==> src/hdl/pdm_pkg.sv <==
// ----------------------------------------------------------------------------
// PWM meter package
// Shared widths, constants and state types for the PWM period and duty meter.
// ----------------------------------------------------------------------------
package pdm_pkg;

  // Widths of the result fields and of the configuration register.
  localparam int unsigned TICK_W  = 16;
  localparam int unsigned DUTY_W  = 7;
  localparam int unsigned CLOCK_W = 24;

  // Reset value of the tick rate register, in Hz.
  localparam logic [CLOCK_W-1:0] CLOCK_RESET = 24'd16000000;

  // Scale factor that turns the high/period ratio into percent.
  localparam int unsigned DUTY_SCALE = 100;

  // Capture sequence: which edge the meter is waiting for.
  typedef enum logic [1:0] {
    PH_WAIT_RISE  = 2'd0,
    PH_WAIT_FALL  = 2'd1,
    PH_WAIT_RISE2 = 2'd2
  } pdm_phase_t;

  // Sequencer of the shared divider.
  typedef enum logic [2:0] {
    ST_IDLE  = 3'd0,
    ST_SETUP = 3'd1,
    ST_DUTY  = 3'd2,
    ST_FREQ  = 3'd3,
    ST_EMIT  = 3'd4
  } pdm_state_t;

endpackage

==> src/hdl/pdm_channels.sv <==
// ----------------------------------------------------------------------------
// PWM meter channels
// Valid/ready interfaces for the sample, result and configuration channels.
// ----------------------------------------------------------------------------

// One signal sample per beat.
interface pdm_sample_if;
  logic valid;
  logic ready;
  logic signal_level;

  modport source (output valid, output signal_level, input ready);
  modport sink   (input valid, input signal_level, output ready);
endinterface

// One finished measurement per beat.
interface pdm_result_if;
  import pdm_pkg::*;

  logic               valid;
  logic               ready;
  logic               in_range;
  logic [TICK_W-1:0]  high_ticks;
  logic [TICK_W-1:0]  period_ticks;
  logic [DUTY_W-1:0]  duty_percent;
  logic [CLOCK_W-1:0] frequency_hz;

  modport source (output valid, output in_range, output high_ticks, output period_ticks,
                  output duty_percent, output frequency_hz, input ready);
  modport sink   (input valid, input in_range, input high_ticks, input period_ticks,
                  input duty_percent, input frequency_hz, output ready);
endinterface

// Write channel of the tick rate register.
interface pdm_cfg_if;
  import pdm_pkg::*;

  logic               valid;
  logic               ready;
  logic [CLOCK_W-1:0] ref_clock_hz;

  modport source (output valid, output ref_clock_hz, input ready);
  modport sink   (input valid, input ref_clock_hz, output ready);
endinterface

==> src/hdl/pwm_period_duty_meter.sv <==
// ----------------------------------------------------------------------------
// PWM period and duty meter
// Stamps a rising, a falling and a second rising edge of a sampled signal and
// reports high time, period, duty cycle in percent and frequency.
// ----------------------------------------------------------------------------
//
// Usage:
//   sample carries one level of the measured signal per beat; each accepted
//   beat is one tick of the wrapping COUNTER_BITS-bit capture counter.
//   result carries one measurement per completed rising-falling-rising set.
//   cfg writes the tick rate in Hz used for the frequency; it is always ready
//   and the user must see that it is written only while no measurement is
//   in progress; the block itself does not enforce this.
// Throughput:
//   While waiting for edges a sample is accepted every cycle. The beat that
//   completes a measurement starts the shared restoring divider, which makes
//   one quotient bit per cycle. A setup step, the duty cycle quotient, the
//   frequency quotient (dividend width DIV_W = max(COUNTER_BITS + 7, 24),
//   24 at the default) and the load of the output register all pass before
//   the next sample is taken. An out-of-range measurement skips the divider.
// Reset: the tick counter, edge history and capture sequence clear, the tick
//   rate returns to 16 MHz and the output register empties.
// Stall: the result waits in the output register; samples keep flowing until
//   a further measurement finishes while the previous one is still unread.
module pwm_period_duty_meter #(
  parameter int unsigned COUNTER_BITS = 16
) (
  input logic                clk,
  input logic                rst,
  pdm_sample_if.sink         sample,
  pdm_cfg_if.sink            cfg,
  pdm_result_if.source       result
);
  import pdm_pkg::*;

  localparam int unsigned CB    = COUNTER_BITS;
  localparam int unsigned DIV_W = (CB + DUTY_W > CLOCK_W) ? CB + DUTY_W : CLOCK_W;
  localparam int unsigned CNT_W = $clog2(DIV_W + 1);

  // Control state.
  pdm_state_t         state;
  pdm_state_t         state_next;
  pdm_phase_t         phase;
  logic [CB-1:0]      tick_count;
  logic               prev_level;
  logic [CB-1:0]      rise_stamp;
  logic [CB-1:0]      fall_stamp;
  logic [CLOCK_W-1:0] ref_clock_hz;
  logic               out_valid;
  logic [CNT_W-1:0]   div_count;

  // Measurement and divider datapath.
  logic               ok_r;
  logic [CB-1:0]      high_r;
  logic [CB-1:0]      period_r;
  logic [DIV_W-1:0]   div_num;
  logic [CB-1:0]      div_rem;
  logic [DUTY_W-1:0]  duty_q;
  logic [CLOCK_W-1:0] freq_q;

  // Output register.
  logic               out_in_range;
  logic [TICK_W-1:0]  out_high;
  logic [TICK_W-1:0]  out_period;
  logic [DUTY_W-1:0]  out_duty;
  logic [CLOCK_W-1:0] out_freq;

  // Sequencer outputs and helpers.
  logic               sample_fire;
  logic               rising;
  logic               falling;
  logic               complete;
  logic               slot_free;
  logic               div_last;
  logic               sample_ready;
  logic               emit_load;

  // Divider step.
  logic [CB:0]        rem_shift;
  logic [CB-1:0]      rem_sub;
  logic               fits;
  logic [CB-1:0]      rem_step;
  logic [DIV_W-1:0]   num_step;

  // Edge detection on the accepted sample.
  assign sample_fire = sample.valid && sample_ready;
  assign rising      = sample.signal_level && !prev_level;
  assign falling     = !sample.signal_level && prev_level;
  assign complete    = sample_fire && rising && (phase == PH_WAIT_RISE2);
  assign slot_free   = !out_valid || result.ready;
  assign div_last    = (div_count == CNT_W'(1));

  // One restoring division step: shift in a dividend bit, subtract if it fits.
  // When it fits the difference is below the divisor, so its low bits suffice.
  assign rem_shift = {div_rem, div_num[DIV_W-1]};
  assign rem_sub   = rem_shift[CB-1:0] - period_r;
  assign fits      = (rem_shift >= {1'b0, period_r});
  assign rem_step  = fits ? rem_sub : rem_shift[CB-1:0];
  assign num_step  = {div_num[DIV_W-2:0], fits};

  // Next state of the sequencer.
  always_comb begin
    state_next = state;
    case (state)
      ST_IDLE: begin
        if (complete) state_next = ST_SETUP;
      end
      ST_SETUP: begin
        state_next = ok_r ? ST_DUTY : ST_EMIT;
      end
      ST_DUTY: begin
        if (div_last) state_next = ST_FREQ;
      end
      ST_FREQ: begin
        if (div_last) state_next = ST_EMIT;
      end
      ST_EMIT: begin
        if (slot_free) state_next = ST_IDLE;
      end
      default: begin
        state_next = ST_IDLE;
      end
    endcase
  end

  // Sequencer outputs.
  always_comb begin
    sample_ready = 1'b0;
    emit_load    = 1'b0;
    case (state)
      ST_IDLE: sample_ready = 1'b1;
      ST_EMIT: emit_load    = slot_free;
      default: begin
        sample_ready = 1'b0;
        emit_load    = 1'b0;
      end
    endcase
  end

  assign sample.ready = sample_ready;
  assign cfg.ready    = 1'b1;

  // Control registers: sequencer, capture sequence, tick counter, register.
  always_ff @(posedge clk) begin
    if (rst) begin
      state        <= ST_IDLE;
      phase        <= PH_WAIT_RISE;
      tick_count   <= '0;
      prev_level   <= 1'b0;
      rise_stamp   <= '0;
      fall_stamp   <= '0;
      ref_clock_hz <= CLOCK_RESET;
      out_valid    <= 1'b0;
      div_count    <= '0;
    end else begin
      state <= state_next;

      if (cfg.valid) ref_clock_hz <= cfg.ref_clock_hz;

      if (sample_fire) begin
        prev_level <= sample.signal_level;
        tick_count <= tick_count + CB'(1);
        case (phase)
          PH_WAIT_FALL: begin
            if (falling) begin
              fall_stamp <= tick_count;
              phase      <= PH_WAIT_RISE2;
            end
          end
          PH_WAIT_RISE2: begin
            if (rising) phase <= PH_WAIT_RISE;
          end
          default: begin
            if (rising) begin
              rise_stamp <= tick_count;
              phase      <= PH_WAIT_FALL;
            end
          end
        endcase
      end

      // Step counter of the divider, reloaded for each quotient.
      case (state)
        ST_SETUP: div_count <= CNT_W'(DIV_W);
        ST_DUTY:  div_count <= div_last ? CNT_W'(DIV_W) : div_count - CNT_W'(1);
        ST_FREQ:  div_count <= div_count - CNT_W'(1);
        default:  div_count <= div_count;
      endcase

      // Output register empties on a taken beat and refills from the sequencer.
      if (emit_load) out_valid <= 1'b1;
      else if (result.ready) out_valid <= 1'b0;
    end
  end

  // Datapath: capture results, shared divider and output register.
  always_ff @(posedge clk) begin
    if (complete) begin
      high_r   <= fall_stamp - rise_stamp;
      period_r <= tick_count - rise_stamp;
      ok_r     <= (rise_stamp < fall_stamp) && (fall_stamp < tick_count);
    end

    case (state)
      ST_SETUP: begin
        div_num <= DIV_W'(high_r) * DIV_W'(DUTY_SCALE);
        div_rem <= '0;
        duty_q  <= '0;
        freq_q  <= '0;
      end
      ST_DUTY: begin
        if (div_last) begin
          duty_q  <= num_step[DUTY_W-1:0];
          div_num <= DIV_W'(ref_clock_hz);
          div_rem <= '0;
        end else begin
          div_num <= num_step;
          div_rem <= rem_step;
        end
      end
      ST_FREQ: begin
        div_num <= num_step;
        div_rem <= rem_step;
        if (div_last) freq_q <= num_step[CLOCK_W-1:0];
      end
      default: begin
        div_num <= div_num;
        div_rem <= div_rem;
      end
    endcase

    if (emit_load) begin
      out_in_range <= ok_r;
      out_high     <= TICK_W'(high_r);
      out_period   <= TICK_W'(period_r);
      out_duty     <= duty_q;
      out_freq     <= freq_q;
    end
  end

  assign result.valid        = out_valid;
  assign result.in_range     = out_in_range;
  assign result.high_ticks   = out_high;
  assign result.period_ticks = out_period;
  assign result.duty_percent = out_duty;
  assign result.frequency_hz = out_freq;

`ifndef SYNTH
  // A completed edge set starts the divider sequence.
  a_complete_starts: assert property (@(posedge clk) disable iff (rst)
    complete |=> (state == ST_SETUP))
    else $error("completed measurement did not start the divider");

  // Loading the output register always presents a beat next cycle.
  a_emit_valid: assert property (@(posedge clk) disable iff (rst)
    emit_load |=> out_valid)
    else $error("loaded result not presented");

  // An out-of-range result carries no duty cycle and no frequency.
  a_range_zero: assert property (@(posedge clk) disable iff (rst)
    (out_valid && !out_in_range) |-> (out_duty == '0 && out_freq == '0))
    else $error("out-of-range result with nonzero quotient");

  // The duty cycle never exceeds one hundred percent.
  a_duty_bound: assert property (@(posedge clk) disable iff (rst)
    out_valid |-> (out_duty <= DUTY_W'(DUTY_SCALE)))
    else $error("duty cycle above one hundred percent");
`endif

endmodule
==> src/flat_wrapper.sv <==
// flat-port wrapper written by rule: the top's interface ports become plain ports
module pwm_period_duty_meter_flat import pdm_pkg::*;
#(
  parameter int unsigned COUNTER_BITS = 16
)
  (clk, rst, sample_valid, sample_signal_level, sample_ready, cfg_valid, cfg_ref_clock_hz, cfg_ready, result_valid, result_in_range, result_high_ticks, result_period_ticks, result_duty_percent, result_frequency_hz, result_ready);
  pdm_sample_if sample_i ();
  pdm_cfg_if cfg_i ();
  pdm_result_if result_i ();
  input logic clk;
  input logic rst;
  input wire logic [$bits(sample_i.valid)-1:0] sample_valid;
  input wire logic [$bits(sample_i.signal_level)-1:0] sample_signal_level;
  output wire logic [$bits(sample_i.ready)-1:0] sample_ready;
  input wire logic [$bits(cfg_i.valid)-1:0] cfg_valid;
  input wire logic [$bits(cfg_i.ref_clock_hz)-1:0] cfg_ref_clock_hz;
  output wire logic [$bits(cfg_i.ready)-1:0] cfg_ready;
  output wire logic [$bits(result_i.valid)-1:0] result_valid;
  output wire logic [$bits(result_i.in_range)-1:0] result_in_range;
  output wire logic [$bits(result_i.high_ticks)-1:0] result_high_ticks;
  output wire logic [$bits(result_i.period_ticks)-1:0] result_period_ticks;
  output wire logic [$bits(result_i.duty_percent)-1:0] result_duty_percent;
  output wire logic [$bits(result_i.frequency_hz)-1:0] result_frequency_hz;
  input wire logic [$bits(result_i.ready)-1:0] result_ready;
  assign sample_i.valid = sample_valid;
  assign sample_i.signal_level = sample_signal_level;
  assign sample_ready = sample_i.ready;
  assign cfg_i.valid = cfg_valid;
  assign cfg_i.ref_clock_hz = cfg_ref_clock_hz;
  assign cfg_ready = cfg_i.ready;
  assign result_valid = result_i.valid;
  assign result_in_range = result_i.in_range;
  assign result_high_ticks = result_i.high_ticks;
  assign result_period_ticks = result_i.period_ticks;
  assign result_duty_percent = result_i.duty_percent;
  assign result_frequency_hz = result_i.frequency_hz;
  assign result_i.ready = result_ready;
  pwm_period_duty_meter #(.COUNTER_BITS(COUNTER_BITS)) u_core (.clk(clk), .rst(rst), .sample(sample_i), .cfg(cfg_i), .result(result_i));
endmodule
==> config.mk <==
export PLATFORM = sky130hd
export DESIGN_NAME = pwm_period_duty_meter_flat
export DESIGN_NICKNAME = d
export VERILOG_FILES = /design/src/hdl/pdm_pkg.sv /design/src/hdl/pdm_channels.sv /design/src/hdl/pwm_period_duty_meter.sv /design/src/flat_wrapper.sv
export SDC_FILE = /design/constraint.sdc
export NUM_CORES = 1
export LEC_CHECK = 0
export BUFFER_PORTS_ARGS = -buffer_cell sky130_fd_sc_hd__buf_2
export CORE_MARGIN = 2
export CORE_UTILIZATION = 48
export CTS_CLUSTER_DIAMETER = 80
export DETAILED_ROUTE_END_ITERATION = 8
export HOLD_SLACK_MARGIN = 0.03
export PLACE_DENSITY = 0.68
export SYNTH_ARGS = -nofsm -noshare
export SYNTH_HDL_FRONTEND = slang
export SYNTH_SLANG_ARGS = --single-unit
==> constraint.sdc <==
create_clock -name clk -period 3.65 [get_ports clk]
set_clock_uncertainty 0.2 [all_clocks]
set_input_delay 0.5475 -clock clk [delete_from_list [all_inputs] [get_ports clk]]
set_output_delay 0.5475 -clock clk [all_outputs]
set_load 0.005 [all_outputs]
==> results.py <==
metrics = {
    "status": {
        "status": "finished, violations left",
        "violations": "negative setup slack",
    },
    "drt": {
        "vias": 9567,
        "drc": 0,
        "drtIter0Drc": 643,
        "wirelength_um": 28600,
        "drt-pass1-iter-count": 5,
        "routed_via_density": 5.25,
        "wl_per_cell_um": 15.7,
        "ant_nets": 0,
    },
    "timing": {
        "setup_viol": 2,
        "tightestPinTransition_ps": 821,
        "fmax_mhz": 267,
        "period_share_pct": 103,
        "finalCriticalPeriod_ps": 3750,
        "setup_tns_ps": -105,
        "setup_slack_ps": -101,
        "rsz0062_at_grt": "yes",
        "slew_headroom_pct": 45.3,
        "hold_viol": 0,
        "slew_violations": 0,
    },
    "logic_synthesis": {
        "synth_area_per_cell_um2": 10.5,
        "synth-edff-count": 168,
        "yosysMostFrequentCell": "edfxtp_1",
        "synth.top_cells.by_count": "168 x edfxtp_1, 119 x ha_1, 118 x inv_1",
        "synth_cell_types": 71,
        "yosysTopAreaCell": "edfxtp_1",
        "synth_seq_area_share_pct": 49.9,
        "synth_top_area_share_pct": 37.5,
        "ys.flop_type": "edfxtp_1",
        "ys_ff_latch": 252,
        "netlist_area_um2": 13500,
        "synthTopCellsByArea": "edfxtp_1 37%, dfxtp_1 12%, ha_1 11%, a21oi_1 3.7%, inv_1 3.3%",
        "synthArstFlopShare_pct": 0,
        "synthesis.nets": 1444,
        "netlist_instances": 1281,
        "yosys_warnings": 0,
    },
    "setup_path": {
        "critPathCaptureType": "flip-flop",
        "slowest_delay_ps": 530,
        "r2r_start": "u_core.high_r[5]",
        "path_class": "flip-flop to flip-flop",
        "critPathLaunchType": "flip-flop",
        "path_buf_inv": 2,
        "crit_path_cell_trace": "ha_1 -> ha_1 -> inv_1 -> fa_1 -> inv_1 -> ha_2 -> or4_4 -> o211ai_1 -> nand3_1 -> a221oi_2 -> mux2i_1 -> o21ai_1",
        "cp.required_ps": 3730,
        "path_delay_family": "adder cells",
        "reg2reg_depth": 12,
        "timing.rr.end": "u_core.div_num[20]",
        "r2r_slack_ps": -100,
        "cp_data_arrival_time_ps": 3830,
        "cp_slowest_cell": "or4_4",
        "crit_fanout": 4,
    },
    "clocking": {
        "cts_buffer_depth": 3,
        "cts-root-buf": "clkbuf_16",
        "clk_latency_ps": 540,
        "clk_pin_slew_ps": 60,
        "cts_max_level": 1,
        "cts_sinks": 252,
        "numCtsBuffers": 28,
        "cts_tree": "done",
    },
    "final_layout": {
        "stdcell_area_um2": 15900,
        "areaGrowthSynthToFinish_pct": 17.7,
        "diodes": 0,
        "drive_gt1_share_pct": 15.9,
        "fin_nets": 1585,
        "layoutNonFillerInstCount": 1822,
    },
    "hold_path": {
        "hold_class": "input pin to flip-flop",
        "whs_endpoint": "u_core.ref_clock_hz[16]",
        "min_delay_path_depth": 3,
        "hp-start": "cfg_ref_clock_hz[16]",
    },
    "grt": {
        "antenna_found_initial": 0,
        "grt_pass1_vias": 9102,
        "grt-ovfl-total": 0,
        "grt_pass1_wl_um": 45900,
        "grt_usage_pct": 19.3,
        "gr-usage-met3_pct": 2.42,
        "met2_usage_pct": 32.2,
        "met1_usage_pct": 26.4,
        "grt_max_degree": 46,
        "busiest_layer": "met2",
    },
    "power_and_ir_drop": {
        "ir_drop_uv": 309,
        "power_density_nw_per_um2": 492,
        "power.leakage_uw": 0.00657,
    },
    "placement": {
        "dp_cells": 1756,
        "placed_cell_area_um2": 14600,
        "port-buffer-count": 95,
        "place_congestion": 0.879,
        "dpl.hpwl_um": 20900,
    },
    "floorplanning": {
        "core-area_um2": 27700,
        "die-area_um2": 29400,
        "start_util_pct": 48.6,
        "die_w_um": 172,
        "pin_count": 97,
        "die_height_um": 172,
        "placementRows": 61,
    },
    "job": {
        "cap_violations": 0,
    },
}
==> state kept, by name, summed over array words and instances, names as in the netlist, 3 cells and up <==
signal and flops:
u_core.div_rem 16, u_core.result.frequency_hz 24, u_core.ref_clock_hz 24, u_core.result.duty_percent 7
u_core.high_r 16, u_core.freq_q 24, u_core.tick_count 16, u_core.div_num 24
u_core.duty_q 7, u_core.period_r 16, u_core.result.period_ticks 16, u_core.div_count 5
u_core.state 3, u_core.rise_stamp 16, u_core.fall_stamp 16, u_core.result.high_ticks 16
==> through the flow <==
stage / setup slack, ps / total power [uW] / hold WS (ps) / util [%]
after floorplan: 1.73 / 4490 / 200 / -
after global placement: -124 / 4850 / 202 / 52.7
after detailed placement: -180 / 4880 / 205 / 52.7
after CTS: -89.4 / 7860 / 31.1 / 56.8
after global routing: -287 / 8150 / 36.5 / 57.2
final: -101 / 7800 / 47.1 / 57.2
==> cell type report <==
cell class | instances | area [um2]
tap | 378 | 473
inverter | 124 | 465
fill | 2382 | 11900
clock inverter | 18 | 224
sequential | 252 | 6730
clock buffer | 34 | 754
timing repair buffer | 155 | 956
multi-input combinational | 861 | 6250
==> layout by cell type (no fill, tap or decap), types with 5 or more instances in the layout <==
| cell | n |
|---|---|
| edfxtp_1 | 168 |
| inv_1 | 116 |
| nand2_1 | 107 |
| ha_1 | 106 |
| nor2_1 | 102 |
| a21oi_1 | 99 |
| buf_2 | 95 |
| dfxtp_1 | 84 |
| buf_4 | 52 |
| xnor2_1 | 46 |
| mux2i_1 | 42 |
| o21ai_1 | 38 |
| and3_1 | 38 |
| nand3_1 | 31 |
| clkbuf_16 | 29 |
| nor2b_1 | 22 |
| nand2b_1 | 18 |
| nor3_1 | 17 |
| a21o_1 | 15 |
| fa_1 | 14 |
| xor2_1 | 13 |
| o21ai_0 | 12 |
| a211o_1 | 12 |
| o21a_1 | 11 |
| a211oi_1 | 10 |
| inv_2 | 8 |
| ha_4 | 8 |
| and2_1 | 7 |
| dlygate4sd3_1 | 7 |
| nand4_1 | 6 |
| o211ai_1 | 5 |
| a22oi_1 | 5 |
| ha_2 | 5 |
| bufinv_16 | 5 |
| clkinv_2 | 5 |
==> worst min-delay path: cells and delay by family <==
kind	cells	cell delay, ps
simple gates	1	80
mux	1	50
buf+inv	1	70
==> per-layer routing <==
layer | vias to the layer above | part of all wire, %
li1 | 4810 | -
met1 | 4504 | 47
met2 | 205 | 47
met3 | 48 | 4.0
met4 | 0 | 2.4
met5 | - | 0
==> kinds of logic after synthesis <==
family                     synth area share (%)
and+or+nand+nor                            13.2
buffers and inverters                      4.86
other                                    0.0278
adders and majority gates                  13.1
muxes                                      3.46
AOI/OAI and AO/OA                          11.5
xor gates and xnor gates                   3.84
DFF                                        49.9
==> worst max path at each step <==
stage	startpoint	endpoint	slack (ps)	cells past startpoint
2_1_floorplan	u_core.high_r[7]	u_core.div_num[20]	2	12
3_3_place_gp	u_core.high_r[4]	u_core.div_num[20]	-120	12
3_5_place_dp	u_core.high_r[7]	u_core.div_num[22]	-180	12
4_1_cts	u_core.high_r[5]	u_core.div_num[20]	-90	12
5_1_grt	u_core.high_r[5]	u_core.div_num[20]	-290	12
6_report	u_core.high_r[5]	u_core.div_num[20]	-100	12
==> where the power goes <==
part	internal [uW]	leakage [uW]	total [uW]	switching [uW]
Combinational	537	0.00386	1340	800
Clock	1820	0.000479	2960	1140
Sequential	3370	0.00223	3500	131
Total	5730	0.00657	7800	2070
==> repair_timing <==
action | CTS | global route
buffers inserted | 3 | 4
hold buffers | 7 | 0
gates resized for setup | 10 | 11
hold endpoints to repair | 7 | 0
endpoints found under the setup margin | 4 | 6
pin swaps | 25 | 15
Power figures use the tool's default switching activity.
